$ cat src/sv/ecrl_pkg.sv
// Shared types and constants of the error counter with ring log.
`default_nettype none

package ecrl_pkg;

   // Field widths fixed by the request and result formats.
   localparam int STAMP_W    = 32;
   localparam int CODE_W     = 6;
   localparam int TASK_W     = 8;
   localparam int INDEX_W    = 8;
   localparam int COUNT_W    = 32;
   localparam int NEST_W     = 16;
   localparam int FILL_OUT_W = 5;
   localparam int MASK_W     = 64;

   // Top of the expect nesting depth.
   localparam logic [NEST_W-1:0] NEST_MAX = 16'hFFFF;

   // Operation codes of a request.
   typedef enum logic [1:0] {
      OP_REPORT       = 2'd0,
      OP_EXPECT_BEGIN = 2'd1,
      OP_EXPECT_END   = 2'd2,
      OP_READ         = 2'd3
   } op_type;

   // A classified request as it travels from the front to the back.
   typedef struct packed {
      op_type              op;
      logic [CODE_W-1:0]   code;
      logic [STAMP_W-1:0]  stamp;
      logic [TASK_W-1:0]   task_id;
      logic [INDEX_W-1:0]  read_index;
      logic                severity;
   } cmd_type;

   // One entry of the ring log.
   typedef struct packed {
      logic [STAMP_W-1:0]  stamp;
      logic [CODE_W-1:0]   code;
      logic [TASK_W-1:0]   task_id;
      logic                severity;
   } entry_type;

endpackage

`default_nettype wire

$ cat src/sv/ecrl_if.sv
// Request and result channel interfaces of the error counter with ring log.
`default_nettype none

interface ecrl_req_if;
   import ecrl_pkg::*;

   logic                valid;
   logic                ready;
   logic [1:0]          operation;
   logic [CODE_W-1:0]   error_code;
   logic [STAMP_W-1:0]  timestamp;
   logic [TASK_W-1:0]   task_id;
   logic [INDEX_W-1:0]  read_index;

   modport source (output valid, operation, error_code, timestamp, task_id, read_index,
                   input ready);
   modport sink (input valid, operation, error_code, timestamp, task_id, read_index,
                 output ready);
endinterface

interface ecrl_rsp_if;
   import ecrl_pkg::*;

   logic                  valid;
   logic                  ready;
   logic                  entry_valid;
   logic [STAMP_W-1:0]    entry_timestamp;
   logic [CODE_W-1:0]     entry_code;
   logic [TASK_W-1:0]     entry_task;
   logic                  entry_severity;
   logic [COUNT_W-1:0]    total_errors;
   logic [COUNT_W-1:0]    expected_errors;
   logic [COUNT_W-1:0]    unexpected_errors;
   logic [CODE_W-1:0]     last_code;
   logic [FILL_OUT_W-1:0] log_fill;
   logic [COUNT_W-1:0]    log_writes;

   modport source (output valid, entry_valid, entry_timestamp, entry_code, entry_task,
                   entry_severity, total_errors, expected_errors, unexpected_errors,
                   last_code, log_fill, log_writes,
                   input ready);
   modport sink (input valid, entry_valid, entry_timestamp, entry_code, entry_task,
                 entry_severity, total_errors, expected_errors, unexpected_errors,
                 last_code, log_fill, log_writes,
                 output ready);
endinterface

`default_nettype wire

$ cat src/sv/error_counter_ring_log.sv
// Top level of the error counter with a newest-first ring log.
// A request accepted at the input is held in a command queue slot register, then executed into
//    the result register and the log read register, from which its result is shown.
// Throughput: one request per cycle when the result side is ready, set by the single
//    execute stage and the one memory port pair of the log.
// Reset (synchronous, active high) clears all counters, pointers, the fill count,
//    the nesting depth and the critical code mask; the log memory is not cleared.
`default_nettype none

module error_counter_ring_log #(
   parameter int LOG_DEPTH = 16
) (
   input  logic                        clock,
   input  logic                        reset,
   ecrl_req_if.sink                    req_chan,
   ecrl_rsp_if.source                  rsp_chan,
   input  logic                        csr_write_en,
   input  logic [ecrl_pkg::MASK_W-1:0] csr_write_data
);
   import ecrl_pkg::*;

   logic    push_valid;
   logic    push_ready;
   cmd_type push_cmd;
   logic    pop_valid;
   logic    pop_ready;
   cmd_type pop_cmd;

   // Accept and classify requests.
   ecrl_front u_front (
      .clock          (clock),
      .reset          (reset),
      .req_chan       (req_chan),
      .csr_write_en   (csr_write_en),
      .csr_write_data (csr_write_data),
      .push_valid     (push_valid),
      .push_ready     (push_ready),
      .push_cmd       (push_cmd)
   );

   // Decouple the front from the back.
   ecrl_cmd_queue u_queue (
      .clock      (clock),
      .reset      (reset),
      .push_valid (push_valid),
      .push_ready (push_ready),
      .push_cmd   (push_cmd),
      .pop_valid  (pop_valid),
      .pop_ready  (pop_ready),
      .pop_cmd    (pop_cmd)
   );

   // Execute requests and produce results.
   ecrl_back #(
      .LOG_DEPTH (LOG_DEPTH)
   ) u_back (
      .clock     (clock),
      .reset     (reset),
      .pop_valid (pop_valid),
      .pop_ready (pop_ready),
      .pop_cmd   (pop_cmd),
      .rsp_chan  (rsp_chan)
   );

endmodule

`default_nettype wire

$ cat src/sv/ecrl_front.sv
// Front end: accepts requests, holds the critical code mask and classifies each request.
`default_nettype none

module ecrl_front (
   input  logic                        clock,
   input  logic                        reset,
   ecrl_req_if.sink                    req_chan,
   input  logic                        csr_write_en,
   input  logic [ecrl_pkg::MASK_W-1:0] csr_write_data,
   output logic                        push_valid,
   input  logic                        push_ready,
   output ecrl_pkg::cmd_type           push_cmd
);
   import ecrl_pkg::*;

   logic [MASK_W-1:0] mask_ff;

   // The critical code mask is written whenever the write enable is high.
   always_ff @(posedge clock) begin
      if (reset) begin
         mask_ff <= '0;
      end else if (csr_write_en) begin
         mask_ff <= csr_write_data;
      end
   end

   // A request passes into the queue whenever the queue has room.
   assign push_valid     = req_chan.valid;
   assign req_chan.ready = push_ready;

   // Classify the request and look up its severity in the mask.
   always_comb begin
      push_cmd.op         = op_type'(req_chan.operation);
      push_cmd.code       = req_chan.error_code;
      push_cmd.stamp      = req_chan.timestamp;
      push_cmd.task_id    = req_chan.task_id;
      push_cmd.read_index = req_chan.read_index;
      push_cmd.severity   = mask_ff[req_chan.error_code];
   end

endmodule

`default_nettype wire

$ cat src/sv/ecrl_cmd_queue.sv
// Two-entry queue of classified requests between the front and the back.
`default_nettype none

module ecrl_cmd_queue (
   input  logic              clock,
   input  logic              reset,
   input  logic              push_valid,
   output logic              push_ready,
   input  ecrl_pkg::cmd_type push_cmd,
   output logic              pop_valid,
   input  logic              pop_ready,
   output ecrl_pkg::cmd_type pop_cmd
);
   import ecrl_pkg::*;

   cmd_type    slot_ff [2];
   logic       wr_ptr_ff;
   logic       wr_ptr_in;
   logic       rd_ptr_ff;
   logic       rd_ptr_in;
   logic [1:0] count_ff;
   logic [1:0] count_in;
   logic       push;
   logic       pop;

   assign push_ready = (count_ff != 2'd2);
   assign pop_valid  = (count_ff != 2'd0);
   assign push       = push_valid && push_ready;
   assign pop        = pop_valid && pop_ready;
   assign pop_cmd    = slot_ff[rd_ptr_ff];

   // Pointer and occupancy update.
   always_comb begin
      wr_ptr_in = push ? ~wr_ptr_ff : wr_ptr_ff;
      rd_ptr_in = pop ? ~rd_ptr_ff : rd_ptr_ff;
      count_in  = count_ff + {1'b0, push} - {1'b0, pop};
   end

   always_ff @(posedge clock) begin
      if (reset) begin
         wr_ptr_ff <= 1'b0;
         rd_ptr_ff <= 1'b0;
         count_ff  <= 2'd0;
      end else begin
         wr_ptr_ff <= wr_ptr_in;
         rd_ptr_ff <= rd_ptr_in;
         count_ff  <= count_in;
      end
   end

   // Payload slots need no reset.
   always_ff @(posedge clock) begin
      if (push) begin
         slot_ff[wr_ptr_ff] <= push_cmd;
      end
   end

endmodule

`default_nettype wire

$ cat src/sv/ecrl_back.sv
// Back end: executes requests against the counters and the ring log memory.
`default_nettype none

module ecrl_back #(
   parameter int LOG_DEPTH = 16
) (
   input  logic              clock,
   input  logic              reset,
   input  logic              pop_valid,
   output logic              pop_ready,
   input  ecrl_pkg::cmd_type pop_cmd,
   ecrl_rsp_if.source        rsp_chan
);
   import ecrl_pkg::*;

   localparam int PTR_W  = $clog2(LOG_DEPTH);
   localparam int FILL_W = $clog2(LOG_DEPTH + 1);
   localparam int CMP_W  = (FILL_W > INDEX_W) ? FILL_W : INDEX_W;
   localparam int ADDR_W = ((PTR_W > INDEX_W) ? PTR_W : INDEX_W) + 2;

   entry_type           log_mem [LOG_DEPTH];
   entry_type           rd_data_ff;
   entry_type           wr_entry;

   logic [PTR_W-1:0]    wp_ff, wp_in;
   logic [FILL_W-1:0]   fill_ff, fill_in;
   logic [COUNT_W-1:0]  writes_ff, writes_in;
   logic [COUNT_W-1:0]  total_ff, total_in;
   logic [COUNT_W-1:0]  expected_ff, expected_in;
   logic [CODE_W-1:0]   last_ff, last_in;
   logic [NEST_W-1:0]   nest_ff, nest_in;
   logic                out_valid_ff;
   logic                hit_ff;

   logic                issue;
   logic                mem_wr;
   logic                mem_rd;
   logic                hit;
   logic [ADDR_W-1:0]   back_dist;
   logic [ADDR_W-1:0]   rd_pos;
   logic [PTR_W-1:0]    rd_addr;

   // A request is executed when the result register is free or being emptied.
   assign pop_ready = !out_valid_ff || rsp_chan.ready;
   assign issue     = pop_valid && pop_ready;

   // A read hits when its index is below the fill count.
   assign hit = (CMP_W'(pop_cmd.read_index) < CMP_W'(fill_ff));

   // Newest-first address: one step back from the write pointer, then index more.
   always_comb begin
      back_dist = ADDR_W'(wp_ff) + ADDR_W'(LOG_DEPTH) - ADDR_W'(1)
                  - ADDR_W'(pop_cmd.read_index);
      if (back_dist >= ADDR_W'(LOG_DEPTH)) begin
         rd_pos = back_dist - ADDR_W'(LOG_DEPTH);
      end else begin
         rd_pos = back_dist;
      end
      rd_addr = rd_pos[PTR_W-1:0];
   end

   assign wr_entry = '{stamp: pop_cmd.stamp, code: pop_cmd.code,
                       task_id: pop_cmd.task_id, severity: pop_cmd.severity};

   // Next state of the counters for the executed request.
   always_comb begin
      wp_in       = wp_ff;
      fill_in     = fill_ff;
      writes_in   = writes_ff;
      total_in    = total_ff;
      expected_in = expected_ff;
      last_in     = last_ff;
      nest_in     = nest_ff;
      mem_wr      = 1'b0;
      mem_rd      = 1'b0;
      if (issue) begin
         unique case (pop_cmd.op)
            OP_REPORT: begin
               mem_wr    = 1'b1;
               total_in  = total_ff + 1'b1;
               writes_in = writes_ff + 1'b1;
               last_in   = pop_cmd.code;
               if (nest_ff != '0) begin
                  expected_in = expected_ff + 1'b1;
               end
               if (wp_ff == PTR_W'(LOG_DEPTH - 1)) begin
                  wp_in = '0;
               end else begin
                  wp_in = wp_ff + 1'b1;
               end
               if (fill_ff != FILL_W'(LOG_DEPTH)) begin
                  fill_in = fill_ff + 1'b1;
               end
            end
            OP_EXPECT_BEGIN: begin
               if (nest_ff != NEST_MAX) begin
                  nest_in = nest_ff + 1'b1;
               end
            end
            OP_EXPECT_END: begin
               if (nest_ff != '0) begin
                  nest_in = nest_ff - 1'b1;
               end
            end
            OP_READ: begin
               mem_rd = 1'b1;
            end
         endcase
      end
   end

   // Counter state and result control.
   always_ff @(posedge clock) begin
      if (reset) begin
         wp_ff        <= '0;
         fill_ff      <= '0;
         writes_ff    <= '0;
         total_ff     <= '0;
         expected_ff  <= '0;
         last_ff      <= '0;
         nest_ff      <= '0;
         out_valid_ff <= 1'b0;
         hit_ff       <= 1'b0;
      end else begin
         wp_ff       <= wp_in;
         fill_ff     <= fill_in;
         writes_ff   <= writes_in;
         total_ff    <= total_in;
         expected_ff <= expected_in;
         last_ff     <= last_in;
         nest_ff     <= nest_in;
         if (issue) begin
            out_valid_ff <= 1'b1;
            hit_ff       <= (pop_cmd.op == OP_READ) && hit;
         end else if (rsp_chan.ready) begin
            out_valid_ff <= 1'b0;
            hit_ff       <= 1'b0;
         end
      end
   end

   // Ring log memory with one write port and one registered read port.
   always_ff @(posedge clock) begin
      if (mem_wr) begin
         log_mem[wp_ff] <= wr_entry;
      end
      if (mem_rd) begin
         rd_data_ff <= log_mem[rd_addr];
      end
   end

   // The counters only change on issue, so they always match the held result.
   assign rsp_chan.valid             = out_valid_ff;
   assign rsp_chan.entry_valid       = hit_ff;
   assign rsp_chan.entry_timestamp   = hit_ff ? rd_data_ff.stamp : '0;
   assign rsp_chan.entry_code        = hit_ff ? rd_data_ff.code : '0;
   assign rsp_chan.entry_task        = hit_ff ? rd_data_ff.task_id : '0;
   assign rsp_chan.entry_severity    = hit_ff && rd_data_ff.severity;
   assign rsp_chan.total_errors      = total_ff;
   assign rsp_chan.expected_errors   = expected_ff;
   assign rsp_chan.unexpected_errors = total_ff - expected_ff;
   assign rsp_chan.last_code         = last_ff;
   assign rsp_chan.log_fill          = FILL_OUT_W'(fill_ff);
   assign rsp_chan.log_writes        = writes_ff;

   // Checks on the execution logic.
   a_fill_bound: assert property (@(posedge clock) disable iff (reset)
      fill_ff <= FILL_W'(LOG_DEPTH))
      else $error("fill count above log depth");

   a_wp_bound: assert property (@(posedge clock) disable iff (reset)
      wp_ff <= PTR_W'(LOG_DEPTH - 1))
      else $error("write pointer out of range");

   a_report_counts: assert property (@(posedge clock) disable iff (reset)
      issue && (pop_cmd.op == OP_REPORT)
      |=> (total_ff == $past(total_ff) + 1'b1) && (writes_ff == $past(writes_ff) + 1'b1))
      else $error("report did not advance the counters");

   a_expected_only_on_report: assert property (@(posedge clock) disable iff (reset)
      !(issue && (pop_cmd.op == OP_REPORT)) |=> $stable(expected_ff) && $stable(total_ff))
      else $error("error counters changed without a report");

   a_hit_with_result: assert property (@(posedge clock) disable iff (reset)
      hit_ff |-> out_valid_ff)
      else $error("log hit flag set without a pending result");

endmodule

`default_nettype wire
$ cat src/flat_wrapper.sv
// flat-port wrapper written by rule: the top's interface ports become plain ports
module error_counter_ring_log_flat import ecrl_pkg::*;
#(
   parameter int LOG_DEPTH = 16
)
  (clock, reset, csr_write_en, csr_write_data, req_chan_valid, req_chan_operation, req_chan_error_code, req_chan_timestamp, req_chan_task_id, req_chan_read_index, req_chan_ready, rsp_chan_valid, rsp_chan_entry_valid, rsp_chan_entry_timestamp, rsp_chan_entry_code, rsp_chan_entry_task, rsp_chan_entry_severity, rsp_chan_total_errors, rsp_chan_expected_errors, rsp_chan_unexpected_errors, rsp_chan_last_code, rsp_chan_log_fill, rsp_chan_log_writes, rsp_chan_ready);
  ecrl_req_if req_chan_i ();
  ecrl_rsp_if rsp_chan_i ();
  input  logic clock;
  input  logic reset;
  input  logic csr_write_en;
  input  logic [ecrl_pkg::MASK_W-1:0] csr_write_data;
  input wire logic [$bits(req_chan_i.valid)-1:0] req_chan_valid;
  input wire logic [$bits(req_chan_i.operation)-1:0] req_chan_operation;
  input wire logic [$bits(req_chan_i.error_code)-1:0] req_chan_error_code;
  input wire logic [$bits(req_chan_i.timestamp)-1:0] req_chan_timestamp;
  input wire logic [$bits(req_chan_i.task_id)-1:0] req_chan_task_id;
  input wire logic [$bits(req_chan_i.read_index)-1:0] req_chan_read_index;
  output wire logic [$bits(req_chan_i.ready)-1:0] req_chan_ready;
  output wire logic [$bits(rsp_chan_i.valid)-1:0] rsp_chan_valid;
  output wire logic [$bits(rsp_chan_i.entry_valid)-1:0] rsp_chan_entry_valid;
  output wire logic [$bits(rsp_chan_i.entry_timestamp)-1:0] rsp_chan_entry_timestamp;
  output wire logic [$bits(rsp_chan_i.entry_code)-1:0] rsp_chan_entry_code;
  output wire logic [$bits(rsp_chan_i.entry_task)-1:0] rsp_chan_entry_task;
  output wire logic [$bits(rsp_chan_i.entry_severity)-1:0] rsp_chan_entry_severity;
  output wire logic [$bits(rsp_chan_i.total_errors)-1:0] rsp_chan_total_errors;
  output wire logic [$bits(rsp_chan_i.expected_errors)-1:0] rsp_chan_expected_errors;
  output wire logic [$bits(rsp_chan_i.unexpected_errors)-1:0] rsp_chan_unexpected_errors;
  output wire logic [$bits(rsp_chan_i.last_code)-1:0] rsp_chan_last_code;
  output wire logic [$bits(rsp_chan_i.log_fill)-1:0] rsp_chan_log_fill;
  output wire logic [$bits(rsp_chan_i.log_writes)-1:0] rsp_chan_log_writes;
  input wire logic [$bits(rsp_chan_i.ready)-1:0] rsp_chan_ready;
  assign req_chan_i.valid = req_chan_valid;
  assign req_chan_i.operation = req_chan_operation;
  assign req_chan_i.error_code = req_chan_error_code;
  assign req_chan_i.timestamp = req_chan_timestamp;
  assign req_chan_i.task_id = req_chan_task_id;
  assign req_chan_i.read_index = req_chan_read_index;
  assign req_chan_ready = req_chan_i.ready;
  assign rsp_chan_valid = rsp_chan_i.valid;
  assign rsp_chan_entry_valid = rsp_chan_i.entry_valid;
  assign rsp_chan_entry_timestamp = rsp_chan_i.entry_timestamp;
  assign rsp_chan_entry_code = rsp_chan_i.entry_code;
  assign rsp_chan_entry_task = rsp_chan_i.entry_task;
  assign rsp_chan_entry_severity = rsp_chan_i.entry_severity;
  assign rsp_chan_total_errors = rsp_chan_i.total_errors;
  assign rsp_chan_expected_errors = rsp_chan_i.expected_errors;
  assign rsp_chan_unexpected_errors = rsp_chan_i.unexpected_errors;
  assign rsp_chan_last_code = rsp_chan_i.last_code;
  assign rsp_chan_log_fill = rsp_chan_i.log_fill;
  assign rsp_chan_log_writes = rsp_chan_i.log_writes;
  assign rsp_chan_i.ready = rsp_chan_ready;
  error_counter_ring_log #(.LOG_DEPTH(LOG_DEPTH)) u_core (.clock(clock), .reset(reset), .req_chan(req_chan_i), .rsp_chan(rsp_chan_i), .csr_write_en(csr_write_en), .csr_write_data(csr_write_data));
endmodule
$ cat config.mk
export PLATFORM = sky130hd
export DESIGN_NAME = error_counter_ring_log_flat
export DESIGN_NICKNAME = d
export VERILOG_FILES = /design/src/sv/ecrl_pkg.sv /design/src/sv/ecrl_if.sv /design/src/sv/error_counter_ring_log.sv /design/src/sv/ecrl_front.sv /design/src/sv/ecrl_cmd_queue.sv /design/src/sv/ecrl_back.sv /design/src/flat_wrapper.sv
export SDC_FILE = /design/constraint.sdc
export NUM_CORES = 1
export LEC_CHECK = 0
export ABC_AREA = 0
export BUFFER_PORTS_ARGS = -buffer_cell sky130_fd_sc_hd__buf_2
export CAP_MARGIN = 15
export CORE_MARGIN = 2
export CORE_UTILIZATION = 45
export CTS_CLUSTER_SIZE = 28
export DETAILED_ROUTE_END_ITERATION = 16
export PLACE_DENSITY_LB_ADDON = 0.08
export SETUP_SLACK_MARGIN = 0.3
export SLEW_MARGIN = 20
export SYNTH_ARGS = -nofsm -noshare
export SYNTH_HDL_FRONTEND = slang
export SYNTH_SLANG_ARGS = --single-unit
$ cat constraint.sdc
create_clock -name clock -period 8.5 [get_ports clock]
set_input_delay 0 -clock clock [delete_from_list [all_inputs] [get_ports clock]]
set_output_delay 0 -clock clock [all_outputs]
set_load 0.01 [all_outputs]
; ---- Word level (Yosys, flattened, before mapping)
; Memories as Yosys holds them, arrays and structs flattened. A register that Yosys moved wholly into a read port is not among the register bits.
; Cells that the tools add are included.
; Widths: inputs -> output; s select.
[word_totals]
inputBits = 125
output_inout_bits = 189
elab_cells = 81
mem_count = 2
register_bits = 197
ramBits = 866
[memory_table]
columns = memory, words, word_bits, rd, rd_ports_with_merged_regs, write_ports, line_no
row1 = u_core.u_back.log_mem, 16, 47, 1, 1, 1, ecrl_back.sv:21  ; entry_type log_mem [LOG_DEPTH];
row2 = u_core.u_queue.slot_ff, 2, 57, 1, 1, 1, ecrl_cmd_queue.sv:16  ; cmd_type slot_ff [2];
[op_classes]
reduce_logical = 15
order_cmp = 3
eq_ne = 9
bitwise = 2
muxes = 23
addsub = 14
[op_table]
columns = operator, n
row1 = $add 32x1->32 const B, 3
row2 = $mux 16, 2
row3 = $mux 32, 1
row4 = $pmux 16 s2, 1
row5 = $sub 32x32->32, 1
row6 = $add 16x1->16 const B, 1
row7 = $ne 16x16->1 const B, 1
row8 = $reduce_bool 16->1, 1
row9 = $sub 16x1->16 const B, 1
row10 = $mux 1, 14
row11 = $ge 10x5->1 const B, 1
row12 = $sub 7x9->10, 1
row13 = $lt 8x5->1, 1
row14 = $mux 4, 2
row15 = $mux 8, 1
row16 = $lt 6x7->1 const B, 1
row17 = $sub 6x1->7 const B, 1
row18 = $add 4x5->6 const B, 1
row19 = $bmux 1 s6, 1
row20 = $mux 6, 1
row21 = $ne 2x2->1 const B, 3
row22 = $reduce_and 3->1, 2
row23 = $reduce_bool 2->1, 3
row24 = $add 5x1->5 const B, 1
row25 = 15 further kinds, 20

; ---- Logic depth before layout (Yosys ltp)
; Gate-level depths: netlist of the first run.
[depth]
depth_word = 6
mapped_depth = 19
mapped_depth_nobuf = 12

; ---- Cells and area by module
; Synthesis of the first run repeated with hierarchy kept, for this count alone.
[unflattened]
hier_cells = 2750
area_unflattened_um2 = 45996.6
[modules_own_cells]
columns = module, cells_each, instances, area_per_inst_um2, seq_area_each_um2
row1 = ecrl_back, 2243, 1, 38325.5, 26575.5
row2 = ecrl_cmd_queue, 201, 1, 4463.0, 3523.4
row3 = ecrl_front, 306, 1, 3208.1, 1281.2

; ---- Least setup slack after synthesis of the first run
; OpenSTA, ideal clock, no wires.
[synth_path]
path_type = register to register
from = register with a tool-made name
to = memory u_core.u_back.log_mem[0][0] (netlist name) (enable)
synth_period_minus_slack_ps = 6603
setup_slack_ps = 1897
required_ps = 7990
path_stages_with_launch = 11
setup_time_ps = 510
t_arrival_ps = 6093
n_path_buf = 5
cell_sequence = dfxtp_1 > clkbuf_1 > clkbuf_1 > buf_1 > mux2i_1 > ha_1 > and3_1 > clkbuf_1 > clkbuf_1 > nand2_1 > nor3_1
[synth_lines]
columns = element, line_no
row1 = end: declaration, ecrl_back.sv:21

==> out/metrics.csv, run 1 <==
metric,value,unit
Pwr Total,16.4,mW
register area share after synthesis,69.3,%
Synth Warn #,0,
first-pass GRT wire length,167000,microns
Clock Latency Late Sink,690,ps
P_leak,18.9,nW
synthesized flop and latch total,1111,
Worst Skew,23.4,ps
ys async rst share,0,%
Die H,321,microns
setup bufs post-CTS,0,
share of cells above drive strength 1,25.8,%
fmax,217,MHz
worst-path cell with the longest stage delay,buf_4,
Fin. Hold Viols,0,
number of DRC markers in iteration 0,2109,
CTS tree,built,
RSZ-0062 raised after global routing,no,
setup_tns,0,ps
Buffers on Ports,313,
post-layout util,54.0,%
Post-synth EDFFs,913,
hold_ws,49.5,ps
pwr dens,303,mW/mm^2
H-tree levels,3,
wire length per cell,24.5,microns
Die X,321,microns
CP most frequent cell,a21boi_0,
"Endpoint, Worst Hold",u_core.u_queue.slot_ff[1][23],
Worst Max-Slew Pin Slew,1100,ps
Final min period,4600,ps
commonest register cell after synthesis,edfxtp_1,
hold crit path type,primary input to flip-flop,
setup slack after layout,3900,ps
"Period Utilization, post-route",54.1,%
drt drc,0,
top cell type's share of synthesized area,60.5,%
Final HPWL DP,64000,microns
Setup WS pre-CTS,3850,ps
Worst EP required,9080,ps
DR vias,25500,
DIE AREA,0.103,sq mm
setup violation total in the final timing report,0,
Reg2Reg Depth,13,
layout overhead on the synthesized area,19.3,%
post-route ant nets,0,
initial core utilization,45.3,%
CP Capture Type,flip-flop,
largest net degree at the start of global routing,149,
router iterations before antenna repair,7,
Total Wirelength,112000,microns
post-CTS sizing,0,
Yosys top cell by area,edfxtp_1,
Std-Cell Rows,116,
synthesized area,0.0453,sq mm
vias per inst,5.55,
GRT overflow,0,
Arrival @ worst endpoint,5180,ps
Area contributors post-synth,"edfxtp_1, mux4_2, dfxtp_1",
crit path cell chain,buf_4 > mux2i_1 > ha_1 > buf_4 > xor2_1 > ha_1 > a21boi_0 > o22ai_1 > nor3_1 > o31ai_1 > a21boi_0 > a21boi_0 > mux2_2,
Ports,314,
initial antenna violation count,5,
"Slew Viols, Final",0,
Synthesized Nets,2858,
status,"finished, final reports clean",
Reg2Reg Setup Slack,3900,ps
final net count,3383,
hold path cells,2,
Worst-path clk slew,70,ps
number of max-cap violations,0,
RePlAce Congestion,0.912,
Crit Path Class,flip-flop to flip-flop,
Clock Sink Count,1111,
max incr delay on CP,730,ps
Unique masters post-synth,65,
Root Buffer,clkbuf_16,
core area,0.100,sq mm
Syn Inst Count,2675,
Slew HR,26.8,%
mean post-synth cell area,16.9,sq um
global-route usage over all layers,21.8,%
Critical Path Source Type,flip-flop,
vias in the first global route,26800,
cts hold-fix bufs,193,
reg2reg end,u_core.u_back.nest_ff[14],
Buf/Inv on CP,2,
Num CTS Buffers,115,
VDD IR max,0.413,mV
min-delay src,req_chan_timestamp[6],
clock tree buffer depth,3,
critical-path maximum fanout,43,
Top delay family on crit path,buffers and inverters,
==> cells in the final DEF (no fill, tap or decap), drive strengths merged, types with 33 or more instances in the layout <==
cell type,count
xor2,44
mux4,256
clkbuf,148
nand2,105
inv,70
buf,347
dlygate4sd3,193
nand4,36
mux2i,75
nand3,33
mux2,56
edfxtp,913
o21ai,49
ha,56
dfxtp,198
a21oi,66
nor2,221
xnor2,89
nor3,33
and2,54
clkinv,45
==> power by group <==
| part | switching, mW | internal, mW |
|---|---|---|
| combinational | 2.43 | 2.25 |
| clock | 2.04 | 2.85 |
| sequential | 0.132 | 6.66 |
| total | 4.60 | 11.8 |
==> layer usage <==
layer,part of all wire (%),GRT usage (%),vias up
li1,-,-,11500
met1,41,28.1,13100
met2,51,37.9,746
met3,5.1,3.86,179
met4,2.6,6.30,2
met5,0.012,0,-
==> cell families after synthesis <==
kind of cell	synth area share (%)
flops	69.3
simple gates	6.24
mux	15.8
compound gates	2.77
buf+inv	1.68
xor+xnor	2.62
fa+ha+maj	1.64
==> synth_stat cells (6+ instances only) <==
cell type,number
xor2_1,44
nor4_1,14
and3_1,17
o31ai_1,6
nand4_1,36
mux2_2,56
o211ai_1,8
dfxtp_1,198
nand2_1,105
a21o_1,13
a211oi_1,10
mux4_2,256
nand2b_1,9
nor3_1,31
buf_2,8
and2_1,54
o21ai_0,49
inv_1,68
edfxtp_1,913
a21oi_1,66
o21a_1,7
buf_1,9
a31oi_1,8
clkbuf_1,115
nand3_1,33
or3_1,21
ha_1,56
nor2_1,221
nor2b_1,12
and4_1,10
xnor2_1,89
mux2i_1,75
==> final cells by class <==
type / count / area, sq um
Multi-Input combinational cell: 1364 / 13300
Clock inverter: 64 / 612
Clock buffer: 148 / 3050
Inverter: 68 / 255
Tap cell: 1298 / 1620
Fill cell: 8016 / 46000
Sequential cell: 1111 / 31400
Timing Repair Buffer: 540 / 3790
Antenna cell: 3 / 7.51
==> flip-flops by register name (all words and copies together) (netlist names), 2 cells and up, named ones only <==
name,cells
u_core.u_back.wp_ff,4
u_core.u_back.rsp_chan.expected_errors,32
u_core.u_back.rsp_chan.log_fill,5
u_core.u_back.rd_data_ff,47
u_core.u_queue.slot_ff,114
u_core.u_back.rsp_chan.log_writes,32
u_core.u_back.rsp_chan.last_code,6
u_core.u_back.log_mem,752
u_core.u_front.mask_ff,64
u_core.u_back.rsp_chan.total_errors,32
u_core.u_queue.count_ff,2
u_core.u_back.nest_ff,16
==> metrics by stage <==
stage | instances | cell area, sq um
after floorplan | 2675 | 45300
after global placement | 4188 | 48400
after global routing | 4596 | 54000
after detailed placement | 4188 | 48400
final | 4596 | 54000
after CTS | 4593 | 54000
==> worst max-delay path by stage <==
stage / cells after the start / from / slack (ps) / endpoint
2_1_floorplan: 10 / flip-flop / 1900 / u_core.u_back.log_mem[0][0]
3_3_place_gp: 6 / flip-flop / 4030 / u_core.u_back.rd_data_ff[24]
3_5_place_dp: 13 / flip-flop / 3850 / u_core.u_back.nest_ff[14]
4_1_cts: 13 / flip-flop / 3850 / u_core.u_back.nest_ff[14]
5_1_grt: 13 / flip-flop / 3410 / u_core.u_back.nest_ff[10]
6_report: 13 / flip-flop / 3900 / u_core.u_back.nest_ff[14]
(Power assumes the default switching activity.)
==> inputs of run 2 (changes only) <==
==> constraint.sdc (replaced) <==
create_clock -name clock -period 3.99 [get_ports clock]
set_input_delay 0 -clock clock [delete_from_list [all_inputs] [get_ports clock]]
set_output_delay 0 -clock clock [all_outputs]
set_load 0.01 [all_outputs]
==> out/metrics.csv, run 2 (synthesis gave the netlist of run 1 again) <==
metric,value,unit,change
status,"finished, final reports clean",,unchanged
switching power total,9.83,mW,was 4.60 mW
fmax,281,MHz,was 217 MHz
Fin. Hold Viols,0,,unchanged
Post-Layout Cell Count,4593,,was 4596
CP Capture Type,flip-flop,,unchanged
post-route ant nets,0,,unchanged
global-route usage over all layers,21.7,%,was 21.8%
Top delay family on crit path,adder cells,,was buffers and inverters
largest net degree at the start of global routing,134,,was 149
drt drc,0,,unchanged
Largest register FFs,752,,unchanged
global routing usage on met3,3.99,%,was 3.86%
max incr delay on CP,1020,ps,was 730 ps
met2 GRT Util,36.2,%,was 37.9%
setup violation total in the final timing report,0,,unchanged
vias in the first global route,26200,,was 26800
CTS tree,built,,unchanged
DIE AREA,0.103,sq mm,unchanged
Die H,321,microns,unchanged
biggest registers after layout,"u_core.u_back.log_mem (752), u_core.u_queue.slot_ff (114), u_core.u_front.mask_ff (64)",,unchanged
RePlAce Congestion,0.831,,was 0.912
Arrival @ worst endpoint,3990,ps,was 5180 ps
final net count,3373,,was 3383
initial core utilization,45.3,%,unchanged
Inst Count DP,4219,,was 4188
hold crit path type,primary input to flip-flop,,unchanged
first-pass GRT wire length,166000,microns,was 167000 microns
Crit Path Class,flip-flop to flip-flop,,unchanged
Reg area,0.0314,sq mm,about the same
Root Buffer,clkbuf_16,,unchanged
Clock Sink Count,1111,,unchanged
Top Usage Layer GRT,met2,,unchanged
largest reg by FF count,u_core.u_back.log_mem,,unchanged
pwr dens,656,mW/mm^2,was 303 mW/mm^2
VDD IR max,0.468,mV,was 0.413 mV
vias per inst,5.57,,was 5.55
"Period Utilization, post-route",89.3,%,was 54.1%
setup slack after layout,426,ps,was 3900 ps
Worst Max-Slew Pin Slew,1100,ps,about the same
Final Cell Area,0.0546,sq mm,was 0.0540 sq mm
post-layout util,54.6,%,was 54.0%
wire length per cell,24.3,microns,was 24.5 microns
Buf/Inv on CP,2,,unchanged
Slew HR,26.5,%,was 26.8%
Buffers on Ports,313,,unchanged
initial antenna violation count,4,,was 5
Total Wirelength,112000,microns,about the same
clock tree buffer depth,3,,unchanged
GR Layer Usage met1,29.2,%,was 28.1%
Multi-input gate area,0.0134,sq mm,was 0.0133 sq mm
number of max-cap violations,0,,unchanged
Worst-path clk slew,60,ps,was 70 ps
share of cells above drive strength 1,28.3,%,was 25.8%
H-tree levels,3,,unchanged
Final HPWL DP,64400,microns,was 64000 microns
Setup WS pre-CTS,393,ps,was 3850 ps
core area,0.100,sq mm,unchanged
layout overhead on the synthesized area,20.5,%,was 19.3%
Critical Path Source Type,flip-flop,,unchanged
worst-path cell with the longest stage delay,fa_4,,was buf_4
Std-Cell Rows,116,,unchanged
P_int,26.0,mW,was 11.8 mW
RSZ-0062 raised after global routing,yes,,was no
Clk pwr share,31.6,%,was 29.9%
Ports,314,,unchanged
Die X,321,microns,unchanged
Switching Fraction,27.4,%,was 28.1%
CP most frequent cell,mux4_2,,was a21boi_0
Clock Latency Late Sink,700,ps,was 690 ps
Post-DP Area,0.0489,sq mm,was 0.0484 sq mm
Comb pwr share,28.0,%,was 28.6%
hold_ws,43.7,ps,was 49.5 ps
router iterations before antenna repair,5,,was 7
setup_tns,0,ps,unchanged
critical-path maximum fanout,68,,was 43
"commonest non-fill, non-tap cell in the layout",edfxtp_1,,unchanged
"Slew Viols, Final",0,,unchanged
P_leak,19.0,nW,was 18.9 nW
DR vias,25600,,was 25500
crit path cell chain,inv_1 > ha_1 > fa_4 > buf_16 > mux4_2 > mux4_2,,was buf_4 > mux2i_1 > ha_1 > buf_4 > xor2_1 > ha_1 > a21boi_0 > o22ai_1 > nor3_1 > o31ai_1 > a21boi_0 > a21boi_0 > mux2_2
Final min period,3560,ps,was 4600 ps
number of DRC markers in iteration 0,2264,,was 2109
sequential power share,40.4,%,was 41.5%
Num CTS Buffers,117,,was 115
most frequent cells in the layout,"edfxtp_1, buf_2, mux4_2, nor2_1, dfxtp_1",,unchanged
Worst EP required,4420,ps,was 9080 ps
Filler cells,7932,,was 8016
Pwr Total,35.8,mW,was 16.4 mW
GRT overflow,0,,unchanged
Worst Skew,29.1,ps,was 23.4 ps
## run 2: cell types whose count changed in the layout (fill, tap and decap cells not counted), sizes merged
cell	delta
dlygate4sd3	-46
buf	+34
bufinv	+10
clkinvlp	+8
clkbuf	-7
clkinv	-5
inv	+3
## run 2: layout make-up
cell class                      instances  share of cell area, %
Antenna cell                            3                 0.0138
Clock buffer                          141                   5.58
Clock inverter                         80                   1.84
Inverter                               68                  0.468
Multi-Input combinational cell       1364                   24.6
Sequential cell                      1111                   57.5
Tap cell                             1298                   2.98
Timing Repair Buffer                  528                   6.99
## run 2: worst paths after layout
check	from	end	slack, ps	cells past startpoint
max reg2reg	u_core.u_back.wp_ff[0]	u_core.u_back.rd_data_ff[30]	430	6
min reg2reg	u_core.u_back.rsp_chan.last_code[5]	u_core.u_back.rsp_chan.last_code[5]	460	2
min	req_chan_timestamp[26]	u_core.u_queue.slot_ff[1][43]	40	2
max	u_core.u_back.wp_ff[0]	u_core.u_back.rd_data_ff[30]	430	6
## run 2: what timing repair did
action / CTS / global route
buffers inserted: 0 / 3
gates resized for setup: 5 / 15
endpoints found under the setup margin: 7 / 19
hold buffers: 147 / 0
endpoints found under the hold margin: 311 / 0
pin swaps: 0 / 3
## run 2: metal layers
metal,wire length [microns],vias to the layer above
li1,-,11500
met1,47100,13200
met2,55200,794
met3,6170,190
met4,3090,0
met5,0,-
## run 2: power by group through the flow
| stage | Sequential [mW] | Combinational [mW] | Clock (mW) |
|---|---|---|---|
| 2_1_floorplan | 14.6 | 7.51 | 0 |
| 3_3_place_gp | 14.7 | 9.86 | 0 |
| 3_5_place_dp | 14.7 | 10.1 | 0 |
| 4_1_cts | 14.5 | 10.2 | 11.6 |
| 5_1_grt | 14.5 | 10.9 | 12.0 |
| 6_report | 14.5 | 10.0 | 11.3 |
==> inputs of run 3 (changes only) <==
--- a/config.mk
+++ b/config.mk
@@ -12,7 +12,7 @@
 export CORE_UTILIZATION = 45
 export CTS_CLUSTER_SIZE = 28
 export DETAILED_ROUTE_END_ITERATION = 16
-export PLACE_DENSITY_LB_ADDON = 0.08
+export PLACE_DENSITY = 0.71
 export SETUP_SLACK_MARGIN = 0.3
 export SLEW_MARGIN = 20
 export SYNTH_ARGS = -nofsm -noshare
==> out/metrics.csv, run 3 (synthesis gave the netlist of run 1 again) <==
metric,value,unit,change
GRT overflow,0,,unchanged
Fin. Hold Viols,0,,unchanged
Crit Path Class,flip-flop to output port,,was flip-flop to flip-flop
critical register-to-register path startpoint,u_core.u_back.wp_ff[0],,unchanged
final net count,3362,,was 3373
Reg2Reg Depth,6,,unchanged
number of max-cap violations,0,,unchanged
reg2reg end,u_core.u_back.rd_data_ff[44],,was u_core.u_back.rd_data_ff[30]
number of DRC markers in iteration 0,2376,,was 2264
most frequent cells in the layout,"edfxtp_1, buf_2, mux4_2, nor2_1, dfxtp_1",,unchanged
status,"finished, final reports clean",,unchanged
Largest register FFs,752,,unchanged
"Period Utilization, post-route",90.0,%,was 89.3%
max incr delay on CP,520,ps,was 1020 ps
Worst Skew,54.1,ps,was 29.1 ps
Setup crit end,rsp_chan_unexpected_errors[29],,was u_core.u_back.rd_data_ff[30]
setup violation total in the final timing report,0,,unchanged
DIE AREA,0.103,sq mm,unchanged
"Slew Viols, Final",0,,unchanged
setup slack after layout,399,ps,was 426 ps
Final min period,3590,ps,was 3560 ps
wire length per cell,24.1,microns,was 24.3 microns
layout overhead on the synthesized area,19.8,%,was 20.5%
CTS tree,built,,unchanged
CP Capture Type,output port,,was flip-flop
DR vias,25600,,about the same
RePlAce Congestion,0.883,,was 0.831
Die X,321,microns,unchanged
critical-path maximum fanout,5,,was 68
Buffers on Ports,313,,unchanged
crit path cell chain,inv_1 > ha_1 > and2_2 > and3_1 > and4_2 > or4b_1 > a31oi_4 > a31oi_1 > xnor2_1 > buf_2,,was inv_1 > ha_1 > fa_4 > buf_16 > mux4_2 > mux4_2
core area,0.100,sq mm,unchanged
Die H,321,microns,unchanged
drt drc,0,,unchanged
Root Buffer,clkbuf_16,,unchanged
pwr dens,646,mW/mm^2,was 656 mW/mm^2
Worst-path clk slew,60,ps,about the same
Clock Sink Count,1111,,unchanged
vias in the first global route,26200,,about the same
RSZ-0062 raised after global routing,yes,,unchanged
Num CTS Buffers,110,,was 117
post-route ant nets,0,,unchanged
VDD IR max,1.00,mV,was 0.468 mV
biggest registers after layout,"u_core.u_back.log_mem (752), u_core.u_queue.slot_ff (114), u_core.u_front.mask_ff (64)",,unchanged
Final HPWL DP,62600,microns,was 64400 microns
clock tree buffer depth,3,,unchanged
Clock Latency Late Sink,730,ps,was 700 ps
Slew HR,28.5,%,was 26.5%
global-route usage over all layers,21.3,%,was 21.7%
Worst EP required,3990,ps,was 4420 ps
share of cells above drive strength 1,27.8,%,was 28.3%
Std-Cell Rows,116,,unchanged
vias per inst,5.61,,was 5.57
worst-path cell with the longest stage delay,or4b_1,,was fa_4
Arrival @ worst endpoint,3590,ps,was 3990 ps
initial antenna violation count,4,,unchanged
hold crit path type,primary input to flip-flop,,unchanged
Critical Path Source Type,flip-flop,,unchanged
Worst Max-Slew Pin Slew,1070,ps,was 1100 ps
Total Wirelength,110000,microns,was 112000 microns
initial core utilization,45.3,%,unchanged
fmax,278,MHz,was 281 MHz
Setup WS pre-CTS,400,ps,was 393 ps
H-tree levels,3,,unchanged
hold_ws,38.8,ps,was 43.7 ps
largest net degree at the start of global routing,108,,was 134
setup_tns,0,ps,unchanged
router iterations before antenna repair,7,,was 5
"commonest non-fill, non-tap cell in the layout",edfxtp_1,,unchanged
critical path startpoint,u_core.u_back.rsp_chan.expected_errors[14],,was u_core.u_back.wp_ff[0]
first-pass GRT wire length,164000,microns,was 166000 microns
P_leak,18.9,nW,was 19.0 nW
Ports,314,,unchanged
Reg2Reg Setup Slack,420,ps,was 430 ps
largest reg by FF count,u_core.u_back.log_mem,,unchanged
==> run 3: changes by cell type in the layout (fill, tap and decap cells not counted), moves of 2 or more <==
cell / before / now
clkbuf_8: 3 / 5
clkinvlp_4: 13 / 7
dfxtp_1: 193 / 195
bufinv_16: 21 / 11
clkinv_2: 18 / 20
diode_2: 3 / 1
buf_12: 19 / 25
buf_4: 49 / 39
clkbuf_16: 117 / 112
clkinv_16: 1 / 4
clkbuf_1: 21 / 15
==> run 3: critical path, delay by kind of cell, from the launching register on <==
family          cells  cell delay (ps)
flops               1              400
fa+ha+maj           1              370
buf+inv             2              280
compound gates      2              440
simple gates        4             1250
xor+xnor            1              170
==> run 3: stage by stage <==
step / cells / power, mW / utilization, % / cell area (sq um)
finish: 4571 / 35.1 / 54.2 / 54200
global route: 4571 / 36.5 / 54.2 / 54200
CTS: 4569 / 35.4 / 54.2 / 54200
detailed placement: 4216 / 24.7 / 49.0 / 49000
global placement: 4216 / 24.4 / 49.0 / 49000
floorplan: 2675 / 22.1 / - / 45500
==> run 3: what timing repair did <==
action	in CTS	in global routing
endpoints found under the hold margin	299	0
setup buffers	0	1
setup endpoints to repair	7	8
pin swaps	0	1
hold buffers	148	0
resized for setup	4	9
==> run 3: layout make-up <==
class | count | area, sq um
inverters | 68 | 255
repair buffers | 524 | 3840
fillers | 7689 | 45800
well taps | 1298 | 1620
flip-flops and latches | 1111 | 31400
multi-input cells | 1364 | 13400
clock buffers | 132 | 2930
clock inverters | 73 | 785
diodes | 1 | 2.50
==> run 3: power by group <==
group	total, mW	internal [mW]	switching, mW
Clock	10.5	5.99	4.52
Sequential	14.5	14.2	0.319
Combinational	10.0	5.02	5.02
Total	35.1	25.2	9.87
==> run 3: worst min path at each step <==
stage          cells after the start  slack [ps]                       endpoint                   start
5_1_grt                            2          30  u_core.u_queue.slot_ff[0][26]   req_chan_timestamp[9]
6_report                           2          40  u_core.u_queue.slot_ff[0][28]  req_chan_timestamp[11]
4_1_cts                            4         0.2     u_core.u_front.mask_ff[25]      csr_write_data[25]
3_3_place_gp                       1         190  u_core.u_queue.slot_ff[0][13]     req_chan_task_id[4]
3_5_place_dp                       1         190  u_core.u_queue.slot_ff[0][10]     req_chan_task_id[1]
2_1_floorplan                      0         100  u_core.u_queue.slot_ff[0][10]     req_chan_task_id[1]
==> run 3: routing by layer <==
layer | part of all wire, % | GRT usage, % | vias to the layer above
met5 | 0.012 | 0 | -
met4 | 2.5 | 6.28 | 2
met2 | 51 | 37.5 | 980
met1 | 39 | 26.9 | 13100
li1 | - | - | 11400
met3 | 7.1 | 3.83 | 176
